`src/hw/rtl/msu_pkg.sv`:
```
// Shared types and constants for the multiset sequence unrank block.
`timescale 1ns / 1ps
package msu_pkg;

  // Payload widths
  localparam int RANK_W     = 63;
  localparam int CNT_W      = 64;
  localparam int VAL_W      = 6;
  localparam int CFG_IDX_W  = 2;
  localparam int CFG_DATA_W = 6;

  // Configuration register indexes
  localparam logic [CFG_IDX_W-1:0] REG_MAX_VALUE  = CFG_IDX_W'(0);
  localparam logic [CFG_IDX_W-1:0] REG_SEQ_LENGTH = CFG_IDX_W'(1);

  // Register values after reset (before clamping)
  localparam logic [VAL_W-1:0] RST_MAX_VALUE  = VAL_W'(32);
  localparam logic [VAL_W-1:0] RST_SEQ_LENGTH = VAL_W'(1);

  // Shared adder/subtractor
  typedef enum logic {ALU_ADD, ALU_SUB} alu_op_t;

  typedef struct packed {
    logic [CNT_W-1:0] res;
    logic             lt;   // a < b, valid for subtract
  } alu_out_t;

endpackage

```
`src/hw/rtl/msu_alu.sv`:
```
// Shared 64-bit add/subtract unit with unsigned less-than flag.
`timescale 1ns / 1ps
module msu_alu import msu_pkg::*; (
  input  alu_op_t          op,
  input  logic [CNT_W-1:0] a,
  input  logic [CNT_W-1:0] b,
  output alu_out_t         y
);

  logic [CNT_W-1:0] b_x;
  logic [CNT_W:0]   full;

  // Subtract as a + ~b + 1; no carry out means a borrow, i.e. a < b
  always_comb begin
    b_x   = (op == ALU_SUB) ? ~b : b;
    full  = {1'b0, a} + {1'b0, b_x} + {{CNT_W{1'b0}}, (op == ALU_SUB)};
    y.res = full[CNT_W-1:0];
    y.lt  = (op == ALU_SUB) && !full[CNT_W];
  end

endmodule

```
`config.mk`:
```
export PLATFORM = sky130hd
export DESIGN_NAME = msu_alu
export DESIGN_NICKNAME = d
export VERILOG_FILES = /design/src/hw/rtl/msu_pkg.sv /design/src/hw/rtl/msu_alu.sv
export SDC_FILE = /design/constraint.sdc
export NUM_CORES = 1
export LEC_CHECK = 0
export BUFFER_PORTS_ARGS = -buffer_cell sky130_fd_sc_hd__buf_2
export CORE_MARGIN = 5
export CORE_UTILIZATION = 40
export DETAILED_ROUTE_END_ITERATION = 10
export PLACE_DENSITY = 0.69
export SETUP_SLACK_MARGIN = 0.3
export SYNTH_ARGS = -nofsm -noshare
export SYNTH_HDL_FRONTEND = slang
export SYNTH_SLANG_ARGS = --single-unit
```
`constraint.sdc`:
```
create_clock -name vclk -period 13.19
set_clock_uncertainty 0.15 [all_clocks]
set_input_delay 2.638 -clock vclk [all_inputs]
set_output_delay 2.638 -clock vclk [all_outputs]
set_load 0.01 [all_outputs]
```
# Word level (Yosys, flattened, before mapping)
# Cells that the tools add are included.
[word_totals]
elab_cells = 6
regBits = 0
output_inout_bits = 65
[op_classes]
addsub = 2
n_bitwise = 1
mux = 1
n_reduce_logical = 2
[ops]
columns = ["operator", "count"]
rows = [
  ["adder 64 x 64 -> 65 bit", 1],
  ["adder 65 x 1 -> 65 bit", 1],
  ["two-way mux 64 bit", 1],
  ["inverter 64 bit", 1],
  ["logical AND 1 bit", 1],
  ["logical NOT 1 bit", 1],
]

# Logic depth before layout (Yosys ltp)
[depth]
depth_word = 6
mapped_depth = 14
mapped_depth_nobuf = 12

# Least setup slack after synthesis
# OpenSTA, ideal clock, no wires.
[synth_path]
path_kind = "input-to-output"
startpoint = "input port op"
endpoint = "output port y[64] in the netlist's numbering"
path_stages = 14
t_arrival_ns = 5.978
path_buffers = 3
setup_slack_ns = 4.424
cell_sequence = "clkbuf_1 > clkbuf_1 > xor2_1 > ha_1 > buf_6 > a211oi_2 > o211a_1 > o31ai_1 > or3b_1 > o211ai_2 > o211ai_2 > a41o_4 > a31o_4 > a211oi_1"
[synth_rtl]
columns = ["element", "line", "text"]
rows = [
  ["start: declaration", "msu_alu.sv:4", "input alu_op_t op,"],
  ["end: declaration", "msu_alu.sv:7", "output alu_out_t y"],
]

==> flow_metrics.py <==
metrics = {
    "layout": {
        "syn_to_final_growth_pct": 22.1,
        "seqCellArea_um2": 0,
        "finalNonFillerCells": 951,
        "nets": 1003,
        "seq_cell_count": 0,
        "drive_gt1_share_pct": 25.9,
        "nClkBuffers": 0,
    },
    "grt": {
        "grt_remaining_overflow": 0,
        "antenna_found_initial": 3,
        "grt_pass1_wl_mm": 22.2,
        "grt_max_degree": 66,
        "grt_pass1_vias": 4886,
        "grt_usage_pct": 19.1,
    },
    "worst_setup_path": {
        "arrival_ns": 6.35,
        "critPathLaunchType": "input port",
        "crit_start": "op",
        "crit_type": "in -> out",
        "cp_max_fo": 65,
        "end_kind": "primary output",
        "crit_required_ns": 10.40,
    },
    "route": {
        "dr.first_iter.drc_count": 283,
        "firstDrtPassIters": 4,
        "via_per_inst": 5.45,
        "via_count": 5185,
        "drcViolationCount": 0,
        "ant_nets": 0,
        "routedWlPerCell_um": 14.7,
        "routed_wl_mm": 14.0,
    },
    "outcome": {
        "outcome": "complete, no violations",
    },
    "yosys": {
        "synth_area_leader_cell": "ha_1",
        "yosys-top-cells-count": "xor2_1 (87), a21oi_1 (77), ha_1 (63), nand2_1 (52), o21ai_0 (39)",
        "synth_cell_types": 59,
        "syn_nets": 844,
        "synthTopCellsByArea": "ha_1 (18%), xor2_1 (17%), a21oi_1 (8.6%)",
        "yosysWarnings": 0,
        "synthCells": 651,
        "netlist_area_um2": 4490,
        "synth_area_per_cell_um2": 6.89,
        "seq_area_frac_synth_pct": 0,
        "synth.most_common_cell": "xor2_1",
        "yosys.area.top_type_share_pct": 17.6,
    },
    "sta": {
        "period_share_pct": 69.3,
        "finalCriticalPeriod_ns": 9.14,
        "grt_setup_unrepaired": "no",
        "finalSetupViolCount": 0,
        "tightest_slew_ns": 0.969,
        "slew_headroom_pct": 35.4,
        "max_freq_ghz": 0.109,
        "setup_tns_ns": 0,
        "worst_slack_ns": 4.05,
        "hold_violations": 0,
        "final_max_slew_viol_count": 0,
    },
    "place": {
        "io_buffer_count": 194,
        "place_congestion": 0.903,
        "place_hpwl_mm": 12.0,
        "placed_cells": 948,
        "dp_slack_ns": 4.01,
    },
    "hold_path": {
        "holdPathEnd": "y[1]",
        "min_path_cells": 3,
        "min_path_type": "in -> out",
        "worstHoldStart": "a[0]",
    },
    "power_and_ir_drop": {
        "cellPowerDensity_nw_per_um2": 81.7,
        "p_leak_uw": 0.00276,
        "ir_worst_vdd_uv": 37.2,
        "p_total_uw": 448,
    },
    "die": {
        "dieArea_um2": 13400,
        "io_pins": 194,
        "die_h_um": 116,
        "fp.coreArea_um2": 10900,
        "num_rows": 38,
        "initial_core_util_pct": 41.0,
        "die_w_um": 116,
    },
    "cts": {
        "ctsHoldBuffers": 0,
        "cts_setup_buffers": 0,
        "post_cts_resized": 0,
    },
    "job": {
        "maxCapViolations": 0,
    },
}
-- per-stage QoR --
step / hold slack (ns) / utilization, % / area, µm²
global route: 5.44 / 50.1 / 5480
detailed placement: 5.42 / 50.0 / 5470
global placement: 5.42 / 50.0 / 5470
floorplan: 5.20 / - / 4490
CTS: 5.42 / 50.0 / 5470
finish: 5.42 / 50.1 / 5480
-- worst max-delay path, stage by stage --
cell and delay [ns]:
buf_4 0.73, xor2_1 0.16, ha_1 0.41, a211oi_1 0.29, o21ai_0 0.13, a21oi_1 0.25
a311oi_1 0.16, o21bai_1 0.32, o21ai_1 0.23, a211oi_1 0.49, o21ai_0 0.18, a21oi_1 0.19
buf_2 0.15
-- how the worst max path moves through the flow --
stage,endpoint,slack [ns],cells after the start
after global placement,y[0],4.08,13
after detailed placement,y[0],4.01,13
after CTS,y[0],4.00,13
after floorplan,y[64],4.42,14
after global routing,y[0],3.68,13
final,y[0],4.05,13
-- metal layers --
| metal | wire length (µm) | track usage, % | up-vias |
|---|---|---|---|
| li1 | - | - | 2696 |
| met1 | 6330 | 26.1 | 2313 |
| met2 | 6580 | 33.5 | 162 |
| met3 | 884 | 1.51 | 14 |
| met4 | 211 | 3.09 | 0 |
| met5 | 0 | 0 | - |
-- power breakdown --
part	internal [µW]	switching [µW]
Combinational	189	259
Sequential	0	0
Clock	0.0000305	0
Total	189	259
-- cells by family after synthesis --
| group | count (synthesis) | synth area share [%] |
|---|---|---|
| compound gates | 232 | 34.0 |
| fa+ha+maj | 64 | 18.0 |
| mux | 1 | 0.223 |
| simple gates | 173 | 18.5 |
| buf+inv | 59 | 5.52 |
| xor+xnor | 122 | 23.8 |
-- layout make-up --
class / instances / area [µm²]
Fill cell: 1153 / 5460
Multi-Input combinational cell: 592 / 4240
Timing Repair Buffer: 194 / 973
Tap cell: 140 / 175
Inverter: 22 / 82.6
Antenna cell: 3 / 7.51
-- layout by cell type, fill, tap and decap left out, types with 5 or more instances in the layout --
| cell type | Yosys | layout |
|---|---|---|
| nor3_1 | 12 | 12 |
| o21bai_1 | 18 | 18 |
| xnor2_1 | 35 | 35 |
| buf_2 | 12 | 193 |
| a311oi_1 | 5 | 5 |
| a211oi_1 | 6 | 6 |
| or2_2 | 5 | 5 |
| and3_1 | 9 | 9 |
| ha_1 | 63 | 63 |
| nand2_1 | 52 | 52 |
| nand3_1 | 20 | 20 |
| nand4_1 | 20 | 20 |
| inv_1 | 22 | 22 |
| xor2_1 | 87 | 87 |
| o21ai_0 | 39 | 39 |
| a21oi_1 | 77 | 77 |
| nor2_1 | 37 | 37 |
| a21o_1 | 33 | 33 |
| o21a_1 | 8 | 8 |
| a31oi_1 | 10 | 10 |
Note: power is estimated with default switching activity, not from simulation.
